**config.mk**
```make
export PLATFORM = sky130hd
export DESIGN_NAME = base64_url_variant_decoder
export DESIGN_NICKNAME = d
export VERILOG_FILES = /design/src/b64u_pkg.sv /design/src/b64u_sextet_map.sv /design/src/b64u_packer.sv /design/src/base64_url_variant_decoder.sv
export SDC_FILE = /design/constraint.sdc
export NUM_CORES = 1
export LEC_CHECK = 0
export BUFFER_PORTS_ARGS = -buffer_cell sky130_fd_sc_hd__buf_2
export CAP_MARGIN = 20
export CELL_PAD_IN_SITES_DETAIL_PLACEMENT = 1
export CELL_PAD_IN_SITES_GLOBAL_PLACEMENT = 1
export CORE_UTILIZATION = 40
export CTS_CLUSTER_DIAMETER = 200
export DETAILED_ROUTE_END_ITERATION = 12
export PLACE_DENSITY = 0.87
export SETUP_SLACK_MARGIN = 0.05
export SYNTH_ARGS = -nofsm -noshare
export SYNTH_HDL_FRONTEND = slang
export SYNTH_SLANG_ARGS = --single-unit
```
**constraint.sdc**
```tcl
create_clock -name aclk -period 2.15 [get_ports aclk]
set_clock_uncertainty 0.1 [all_clocks]
set_input_delay 0 -clock aclk [delete_from_list [all_inputs] [get_ports aclk]]
set_output_delay 0 -clock aclk [all_outputs]
set_load 0.05 [all_outputs]
```
**src/b64u_pkg.sv**
```systemverilog
// Shared constants and types for the URL-variant base64 decoder.
`timescale 1ns / 1ps

package b64u_pkg;

    // Record geometry.
    localparam int RECORD_BYTES     = 18;
    localparam int CHARS_PER_RECORD = (RECORD_BYTES * 8 + 5) / 6;
    localparam int POS_CLOG         = $clog2(CHARS_PER_RECORD);
    localparam int POS_W            = (POS_CLOG < 2) ? 2 : POS_CLOG;
    localparam logic [POS_W-1:0] POS_LAST = POS_W'(CHARS_PER_RECORD - 1);

    // Character field widths.
    localparam int CHAR_W   = 8;
    localparam int SEXTET_W = 6;
    localparam int BYTE_W   = 8;

    // Alphabet range bounds, and the two characters outside the letter and digit ranges.
    localparam logic [CHAR_W-1:0] CHAR_UPPER_A = 8'h41;
    localparam logic [CHAR_W-1:0] CHAR_UPPER_Z = 8'h5A;
    localparam logic [CHAR_W-1:0] CHAR_LOWER_A = 8'h61;
    localparam logic [CHAR_W-1:0] CHAR_LOWER_Z = 8'h7A;
    localparam logic [CHAR_W-1:0] CHAR_DIGIT_0 = 8'h30;
    localparam logic [CHAR_W-1:0] CHAR_DIGIT_9 = 8'h39;
    localparam logic [CHAR_W-1:0] CHAR_AT      = 8'h40;
    localparam logic [CHAR_W-1:0] CHAR_DASH    = 8'h2D;

    // Offsets that turn a character into its sextet value.
    localparam logic [CHAR_W-1:0] OFS_UPPER = 8'd65;   // 'A' -> 0
    localparam logic [CHAR_W-1:0] OFS_LOWER = 8'd71;   // 'a' -> 26
    localparam logic [CHAR_W-1:0] OFS_DIGIT = 8'd4;    // '0' -> 52, added
    localparam logic [SEXTET_W-1:0] SEXTET_AT   = 6'd62;
    localparam logic [SEXTET_W-1:0] SEXTET_DASH = 6'd63;

    // Position of a character within its group of four.
    localparam logic [1:0] PHASE_FIRST  = 2'd0;
    localparam logic [1:0] PHASE_SECOND = 2'd1;
    localparam logic [1:0] PHASE_THIRD  = 2'd2;
    localparam logic [1:0] PHASE_FOURTH = 2'd3;

    // Result of packing one character.
    typedef struct packed {
        logic              emit;
        logic [BYTE_W-1:0] data_byte;
        logic              last_of_record;
        logic              bad_char;
    } pack_result_t;

endpackage

```
**src/b64u_sextet_map.sv**
```systemverilog
// Alphabet lookup: one character to its 6-bit value and an out-of-alphabet flag.
`timescale 1ns / 1ps

module b64u_sextet_map (
    input  logic [b64u_pkg::CHAR_W-1:0]   code_char,
    output logic [b64u_pkg::SEXTET_W-1:0] sextet,
    output logic                          bad
);

    logic [b64u_pkg::CHAR_W-1:0] upper_val;
    logic [b64u_pkg::CHAR_W-1:0] lower_val;
    logic [b64u_pkg::CHAR_W-1:0] digit_val;

    assign upper_val = code_char - b64u_pkg::OFS_UPPER;
    assign lower_val = code_char - b64u_pkg::OFS_LOWER;
    assign digit_val = code_char + b64u_pkg::OFS_DIGIT;

    // Range checks in alphabet order; anything else decodes as zero.
    always_comb begin
        sextet = '0;
        bad    = 1'b0;
        priority if (code_char >= b64u_pkg::CHAR_UPPER_A &&
                     code_char <= b64u_pkg::CHAR_UPPER_Z) begin
            sextet = upper_val[b64u_pkg::SEXTET_W-1:0];
        end else if (code_char >= b64u_pkg::CHAR_LOWER_A &&
                     code_char <= b64u_pkg::CHAR_LOWER_Z) begin
            sextet = lower_val[b64u_pkg::SEXTET_W-1:0];
        end else if (code_char >= b64u_pkg::CHAR_DIGIT_0 &&
                     code_char <= b64u_pkg::CHAR_DIGIT_9) begin
            sextet = digit_val[b64u_pkg::SEXTET_W-1:0];
        end else if (code_char == b64u_pkg::CHAR_AT) begin
            sextet = b64u_pkg::SEXTET_AT;
        end else if (code_char == b64u_pkg::CHAR_DASH) begin
            sextet = b64u_pkg::SEXTET_DASH;
        end else begin
            bad = 1'b1;
        end
    end

endmodule

```
**src/b64u_packer.sv**
```systemverilog
// Record state and bit packing of sextets into bytes.
`timescale 1ns / 1ps

module b64u_packer (
    input  logic                          aclk,
    input  logic                          aresetn,
    input  logic                          step,
    input  logic [b64u_pkg::SEXTET_W-1:0] sextet,
    input  logic                          bad,
    output b64u_pkg::pack_result_t        result
);

    logic [b64u_pkg::SEXTET_W-1:0] prev_sextet_reg;
    logic [b64u_pkg::SEXTET_W-1:0] prev_sextet_next;
    logic [b64u_pkg::POS_W-1:0]    char_pos_reg;
    logic [b64u_pkg::POS_W-1:0]    char_pos_next;
    logic                          error_seen_reg;
    logic                          error_seen_next;
    logic                          is_last;
    logic                          err_now;
    logic [1:0]                    phase;

    assign phase   = char_pos_reg[1:0];
    assign is_last = (char_pos_reg == b64u_pkg::POS_LAST);
    assign err_now = error_seen_reg | bad;

    // Byte formation from the previous and current sextets.
    always_comb begin
        result.emit           = 1'b1;
        result.last_of_record = is_last;
        result.bad_char       = err_now;
        unique case (phase)
            b64u_pkg::PHASE_FIRST: begin
                result.emit      = 1'b0;
                result.data_byte = '0;
            end
            b64u_pkg::PHASE_SECOND: begin
                result.data_byte = {prev_sextet_reg, sextet[5:4]};
            end
            b64u_pkg::PHASE_THIRD: begin
                result.data_byte = {prev_sextet_reg[3:0], sextet[5:2]};
            end
            b64u_pkg::PHASE_FOURTH: begin
                result.data_byte = {prev_sextet_reg[1:0], sextet};
            end
            default: begin
                result.emit      = 1'b0;
                result.data_byte = '0;
            end
        endcase
    end

    // Next state: advance within the record or wrap at its end.
    always_comb begin
        prev_sextet_next = prev_sextet_reg;
        char_pos_next    = char_pos_reg;
        error_seen_next  = error_seen_reg;
        if (step) begin
            prev_sextet_next = sextet;
            if (is_last) begin
                char_pos_next   = '0;
                error_seen_next = 1'b0;
            end else begin
                char_pos_next   = char_pos_reg + 1'b1;
                error_seen_next = err_now;
            end
        end
    end

    // State registers.
    always_ff @(posedge aclk) begin
        if (!aresetn) begin
            prev_sextet_reg <= '0;
            char_pos_reg    <= '0;
            error_seen_reg  <= 1'b0;
        end else begin
            prev_sextet_reg <= prev_sextet_next;
            char_pos_reg    <= char_pos_next;
            error_seen_reg  <= error_seen_next;
        end
    end

`ifndef SYNTHESIS
    // The position never runs past the record.
    a_pos_in_range: assert property (@(posedge aclk) disable iff (!aresetn)
        char_pos_reg <= b64u_pkg::POS_LAST)
        else $error("character position beyond record");

    // Finishing a record clears the position and the sticky error.
    a_record_wrap: assert property (@(posedge aclk) disable iff (!aresetn)
        step && is_last |=> char_pos_reg == '0 && !error_seen_reg)
        else $error("record end did not restart state");

    // The last character of a record always yields a byte.
    a_last_emits: assert property (@(posedge aclk) disable iff (!aresetn)
        is_last |-> result.emit)
        else $error("record ends on a group's first character");
`endif

endmodule

```
**src/base64_url_variant_decoder.sv**
```systemverilog
// Top level: stream ports, input register, decode and packing, output register.
// Path: an accepted input character passes the input register, the lookup and packing,
// and the output register. Throughput: one character per cycle while the output is
// not stalled; the first character of each group of four gives no output, the others
// one byte each.
// Reset: synchronous active-low aresetn empties both registers and restarts the record.
`timescale 1ns / 1ps

module base64_url_variant_decoder (
    input  logic       aclk,
    input  logic       aresetn,
    input  logic       s_tvalid,
    output logic       s_tready,
    input  logic [7:0] s_tdata,   // [7:0] code_char
    output logic       m_tvalid,
    input  logic       m_tready,
    output logic [7:0] m_tdata,   // [7:0] data_byte
    output logic       m_tlast,   // last_of_record
    output logic       m_tuser    // [0] bad_char
);

    logic                          in_valid_reg;
    logic                          in_valid_next;
    logic [b64u_pkg::CHAR_W-1:0]   in_char_reg;
    logic                          out_valid_reg;
    logic                          out_valid_next;
    logic [b64u_pkg::BYTE_W-1:0]   out_byte_reg;
    logic                          out_last_reg;
    logic                          out_bad_reg;
    logic                          out_free;
    logic                          step;
    logic                          s_fire;
    logic [b64u_pkg::SEXTET_W-1:0] sextet;
    logic                          bad;
    b64u_pkg::pack_result_t        result;

    // Handshake: the decode stage moves on whenever it holds a character and the output slot can take a result.
    assign out_free = !out_valid_reg || m_tready;
    assign step     = in_valid_reg && out_free;
    assign s_tready = !in_valid_reg || step;
    assign s_fire   = s_tvalid && s_tready;

    b64u_sextet_map u_map (
        .code_char (in_char_reg),
        .sextet    (sextet),
        .bad       (bad)
    );

    b64u_packer u_packer (
        .aclk    (aclk),
        .aresetn (aresetn),
        .step    (step),
        .sextet  (sextet),
        .bad     (bad),
        .result  (result)
    );

    // Valid flags of both stages.
    always_comb begin
        in_valid_next = in_valid_reg;
        if (s_fire) begin
            in_valid_next = 1'b1;
        end else if (step) begin
            in_valid_next = 1'b0;
        end
        out_valid_next = out_valid_reg;
        if (step) begin
            out_valid_next = result.emit;
        end else if (m_tready) begin
            out_valid_next = 1'b0;
        end
    end

    always_ff @(posedge aclk) begin
        if (!aresetn) begin
            in_valid_reg  <= 1'b0;
            out_valid_reg <= 1'b0;
        end else begin
            in_valid_reg  <= in_valid_next;
            out_valid_reg <= out_valid_next;
        end
    end

    // Payload registers.
    always_ff @(posedge aclk) begin
        if (s_fire) begin
            in_char_reg <= s_tdata;
        end
        if (step && result.emit) begin
            out_byte_reg <= result.data_byte;
            out_last_reg <= result.last_of_record;
            out_bad_reg  <= result.bad_char;
        end
    end

    assign m_tvalid = out_valid_reg;
    assign m_tdata  = out_byte_reg;
    assign m_tlast  = out_last_reg;
    assign m_tuser  = out_bad_reg;

`ifndef SYNTHESIS
    // Both stages come out of reset empty.
    a_reset_empty: assert property (@(posedge aclk)
        !aresetn |=> !m_tvalid && s_tready)
        else $error("pipeline not empty after reset");

    // Input is refused only while a character waits in the input register.
    a_stall_cause: assert property (@(posedge aclk) disable iff (!aresetn)
        !s_tready |-> in_valid_reg && !out_free)
        else $error("input refused without a blocked character");

    // A stalled output result is not overwritten by a new step.
    a_no_overrun: assert property (@(posedge aclk) disable iff (!aresetn)
        m_tvalid && !m_tready |-> !step)
        else $error("decode stage advanced into a full output register");
`endif

endmodule

```
==> metrics.yaml, run 1 <==
status:
  status: "complete, but fails checks"
  violations: "setup timing"
yosys:
  synth-seq-cells: 32
  synth.most_common_cell: "nor2_1"
  synth_edf_count: 18
  yosysTopAreaCell: "edfxtp_1"
  synthTopCellsByArea: "edfxtp_1 (29%), dfxtp_1 (15%), ha_1 (9.5%)"
  synth_fp_nets: 217
  syn_area_sq_um: 1850
  ys_seq_area_frac: 0.444
  yosys_most_used_dff: "edfxtp_1"
  synth_top_area_share: 0.292
  yosys_warnings: 0
  async_reset_ff_frac: 0
  syn_avg_cell_area_sq_um: 9.68
  synthDistinctLibCells: 47
  synthCells: 191
  ys_top_cells_by_count: "nor2_1 (19), edfxtp_1 (18), nand2_1 (16)"
cts:
  htree_levels: 2
  cts_tree: "built"
  cts_num_sinks: 32
  cts_buffers: 5
  clk_path_buf_depth: 2
  clk_latency_ns: 0.31
  path_clk_slew_ns: 0.07
  root_buffer: "clkbuf_8"
timing:
  relSlewSlack: 0.685
  period_needed_ns: 2.41
  fin_tns_setup_ns: -1.91
  finalHoldViolCount: 0
  worst_slack_ns: -0.261
  rsz0062_at_grt: "true"
  setup_viol: 13
  slew_viol_final: 0
  fin_crit_sh: 1.12
  tightest_slew_ns: 0.471
  fmax_mhz: 415
global_routing:
  grt_pass1_vias: 2003
  busiest_layer: "met2"
  grt_max_degree: 11
  use_met1: 0.322
  grt_use_met2: 0.493
  grtUsageMet3: 0.0577
  grt_overflow: 0
  grt_pass1_wl_um: 10400
  grt.total_usage: 0.281
  grt_antenna_before_repair: 0
worst_setup_path:
  reg2reg_to: "m_tdata[0]"
  critPathKind: "flop to flop"
  rr_startpoint: "in_char_reg[2]"
  path_common_cell: "buf_6"
  cp.required_ns: 2.09
  path_buf_inv: 4
  endpoint_kind: "flop"
  cp_cell_sequence: "inv_2 -> buf_12 -> ha_4 -> nor2b_4 -> o21ai_4 -> buf_6 -> nand3_4 -> buf_6 -> a31oi_2 -> o21bai_1 -> o221ai_2"
  crit_path_max_fanout: 5
  startpoint_type: "flop"
  cp.depth: 11
  cpPeakStageDelay_ns: 0.47
  worst-r2r-cell-count: 11
  r2r_slack_ns: -0.26
  cp_top_family: "buffers and inverters"
  worstPathArrival_ns: 2.35
  slowest_stage: "edfxtp_1"
placement:
  place_area_sq_um: 2260
  placed_cells: 292
  dp_hpwl_um: 3850
  place.gp.congestion: 0.847
  numPortBuffers: 23
layout:
  num_antenna_cells: 0
  area_growth_pct: 54.7
  finalNetCount: 301
  fillerInstances: 462
  final_cell_area_sq_um: 2860
  drive_gt1_frac: 0.442
  register_area_sq_um: 821
  multi_input_area_sq_um: 1230
  fin_cells: 328
drt:
  wl_um: 8060
  routedWlPerCell_um: 24.6
  drc: 0
  drt-initial-drc-count: 158
  first_pass_iters: 5
  vias: 1962
  ant_nets: 0
  vias_per_cell: 5.98
min_path:
  min_from: "s_tdata[4]"
  holdPathStages: 2
  hold_path_end: "in_char_reg[4]"
  hp-class: "input pin to flop"
pwr:
  power_mw: 1.54
  ir_drop_mv: 0.596
  p_per_area_nw_per_um2: 539
  p_leak_nw: 1.12
floorplan:
  rows: 24
  die_area_sq_um: 4900
  core-area_sq_um: 4380
  io-pin-count: 24
  die_w_um: 70.0
  die_h_um: 70.0
  initial_utilization: 0.422
flow_run:
  drv_cap: 0
logic make-up after synthesis:
kind of cell	Yosys count	share of synthesized area
XOR/XNOR	7	0.0332
AO/OA/AOI/OAI	49	0.180
AND/OR/NAND/NOR	73	0.208
adder cells (fa/ha/maj)	14	0.0947
flip-flops	32	0.444
multiplexers	2	0.0108
buffers and inverters	14	0.0291
layout make-up:
class | count | area share
clock inverters | 1 | 0.00262
flip-flops and latches | 32 | 0.287
multi-input cells | 145 | 0.429
repair buffers | 81 | 0.215
well taps | 52 | 0.0227
inverters | 10 | 0.0140
clock buffers | 7 | 0.0302
report_power, final:
part | internal, mW | total, mW | switching, mW
logic | 0.148 | 0.333 | 0.185
clock network | 0.260 | 0.521 | 0.261
registers | 0.667 | 0.687 | 0.0208
what timing repair did:
action,CTS,global route
hold buffers,12,0
resized for setup,21,42
setup endpoints to repair,13,14
hold endpoints to repair,13,0
pin swaps,9,21
buffers inserted,6,10
through the flow:
step | hold WS [ns] | utilization | setup WS, ns
finish | 0.316 | 0.653 | -0.261
CTS | 0.316 | 0.591 | -0.116
global placement | 0.0763 | 0.515 | -0.0637
floorplan | -0.00113 | - | -0.0437
detailed placement | 0.0791 | 0.515 | -0.137
global route | 0.312 | 0.653 | -0.333
worst max-delay path by stage:
| stage | start | end | slack [ns] |
|---|---|---|---|
| 4_1_cts | in_char_reg[2] | m_tdata[2] | -0.12 |
| 6_report | in_char_reg[2] | m_tdata[0] | -0.26 |
| 3_5_place_dp | in_char_reg[3] | m_tdata[2] | -0.14 |
| 3_3_place_gp | in_char_reg[1] | m_tdata[1] | -0.06 |
| 2_1_floorplan | in_char_reg[2] | m_tdata[2] | -0.04 |
| 5_1_grt | in_char_reg[2] | m_tdata[0] | -0.33 |
worst reg2reg max path, stage by stage (launching register included):
cell and delay [ns]:
edfxtp_1 0.47, inv_2 0.18, buf_12 0.13, ha_4 0.12, nor2b_4 0.17, o21ai_4 0.08, buf_6 0.13, nand3_4 0.15
buf_6 0.13, a31oi_2 0.11, o21bai_1 0.25, o221ai_2 0.13
cell usage in the layout, fill, tap and decap left out, drive strengths merged, types with 2 or more instances in the layout:
cell type     n
a21oi        10
a222oi        2
a22oi         4
a31oi         2
and2          3
buf          69
clkbuf        7
dfxtp        14
dlygate4sd3  12
edfxtp       18
ha           14
inv           9
mux2i         2
nand2        16
nand2b        7
nand3         7
nand4         3
nor2         19
nor2b         5
nor3          4
nor3b         4
o211ai        3
o21ai        12
o221ai        4
xnor2         4
xor2          3
per-layer routing:
metal / up-vias / part of all wire
li1: 871 / -
met5: - / 0
met4: 0 / 0.041
met2: 99 / 0.50
met3: 29 / 0.051
met1: 963 / 0.41
No activity file was read; power rests on OpenSTA's default activity.
==> inputs of run 2 (changes only) <==
--- a/config.mk
+++ b/config.mk
@@ -12,8 +12,9 @@
 export CORE_UTILIZATION = 40
 export CTS_CLUSTER_DIAMETER = 200
 export DETAILED_ROUTE_END_ITERATION = 12
-export PLACE_DENSITY = 0.87
+export PLACE_DENSITY = 0.8
 export SETUP_SLACK_MARGIN = 0.05
+export SLEW_MARGIN = 20
 export SYNTH_ARGS = -nofsm -noshare
 export SYNTH_HDL_FRONTEND = slang
 export SYNTH_SLANG_ARGS = --single-unit
==> run 2 against run 1 <==
The run still ends with setup timing left. Via count shrank 0.20%. Critical endpoint is now m_tdata[2]. Register-to-register slack gained 0.03 ns. Core utilization shrank 1.4 points. Highest routed layer unchanged. Wire length shrank 1.9%. Clock power shrank 1%. First-iteration DRC count grew 24%.
==> metrics.yaml, run 2 (synthesis results as in run 1) <==
pwr:
  p_leak_nw: 1.09
  ir_drop_mv: 0.506
  p_per_area_nw_per_um2: 543
timing:
  fmax_mhz: 421
  tightest_slew_ns: 0.433
  period_needed_ns: 2.38
  fin_tns_setup_ns: -1.82
  slew_viol_final: 0
  fin_crit_sh: 1.11
  rsz0062_at_grt: "true"
  holdWs_ns: 0.309
  relSlewSlack: 0.711
  finalHoldViolCount: 0
  worst_slack_ns: -0.227
  setup_viol: 13
drt:
  wl_um: 7900
  routedWlPerCell_um: 24.3
  first_pass_iters: 5
  ant_nets: 0
  vias: 1958
  drc: 0
  vias_per_cell: 6.02
  drt-initial-drc-count: 196
global_routing:
  grt.total_usage: 0.297
  busiest_layer: "met2"
  grt_antenna_before_repair: 0
  grt_pass1_wl_um: 10900
  grt_use_met2: 0.554
  grt_max_degree: 11
  grt_pass1_vias: 2037
  grtUsageMet3: 0.0635
  grt_overflow: 0
  use_met1: 0.328
floorplan:
  die_w_um: 70.0
  rows: 24
  die_h_um: 70.0
  initial_utilization: 0.422
  io-pin-count: 24
  core-area_sq_um: 4380
  die_area_sq_um: 4900
worst_setup_path:
  crit_path_max_fanout: 5
  worstPathArrival_ns: 2.31
  endpoint_kind: "flop"
  critPathKind: "flop to flop"
  startpoint_type: "flop"
  cp.required_ns: 2.08
cts:
  path_clk_slew_ns: 0.07
  htree_levels: 2
  cts_buffers: 5
  clk_latency_ns: 0.29
  cts_num_sinks: 32
  root_buffer: "clkbuf_8"
  clk_path_buf_depth: 2
  cts_tree: "built"
layout:
  drive_gt1_frac: 0.432
  num_antenna_cells: 0
  area_growth_pct: 51.4
  finalNetCount: 298
  layout_commonest_cell: "buf_4"
  final_cell_mix: "buf_4 (41), buf_2 (23), edfxtp_1 (18), nor2_1 (15)"
placement:
  dp_hpwl_um: 3680
  place.gp.congestion: 0.865
  numPortBuffers: 23
flow_run:
  drv_cap: 0
min_path:
  hp-class: "input pin to flop"
status:
  status: "complete, but fails checks"
  violations: "setup timing"
[run 2: changes by cell type in the layout (fill, tap and decap cells not counted), moves of 2 or more]
cell,delta
buf_6,-4
ha_4,-2
buf_4,+2
o21ai_0,+2
[run 2: path summary, 6_finish.rpt]
kind	from	end	slack [ns]	cells past startpoint
worst min register to register	u_packer.prev_sextet_reg[4]	u_packer.prev_sextet_reg[4]	0.41	2
worst min-delay path	s_tdata[2]	in_char_reg[2]	0.31	2
worst max-delay path	in_char_reg[3]	m_tdata[2]	-0.23	9
worst max register to register	in_char_reg[3]	m_tdata[2]	-0.23	9
[run 2: what timing repair did]
item                       in CTS  in global routing
gates cloned                    0                  0
hold buffers                   12                  0
setup endpoints to repair      11                 14
resized for setup              36                 17
hold endpoints to repair       14                  0
setup buffers                   9                  7
pin swaps                      13                  2
[run 2: metrics by stage]
step	std cells	power, mW	setup slack, ns	util	instance area (sq um)
6_report	325	1.52	-0.227	0.639	2800
5_1_grt	325	1.55	-0.350	0.639	2800
4_1_cts	318	1.45	-0.0805	0.609	2670
3_5_place_dp	289	0.901	-0.187	0.510	2240
3_3_place_gp	289	0.893	-0.131	0.510	2240
2_1_floorplan	191	0.817	-0.0437	-	1870
[run 2: layout make-up]
type	count	area, sq um
fillers	467	1580
repair buffers	78	566
inverters	10	40.0
clock buffers	7	86.3
multi-input cells	145	1210
well taps	52	65.1
flip-flops and latches	32	821
clock inverters	1	7.51
[run 2: power breakdown]
part | internal, mW | switching (mW)
clock network | 0.260 | 0.255
logic | 0.138 | 0.178
registers | 0.667 | 0.0207
total | 1.06 | 0.454
[run 2: metal layers]
metal	up-vias	wire length, um
li1	860	-
met1	972	3050
met4	0	270
met3	27	422
met5	-	0
met2	99	4160
[run 2: critical path, cell delays in order (launching register included)]
cell,delay [ns]
edfxtp_1,0.52
inv_2,0.15
ha_2,0.19
inv_1,0.08
o21ai_4,0.25
buf_6,0.14
nand2b_4,0.06
or3_1,0.34
o211ai_2,0.13
o221ai_1,0.14
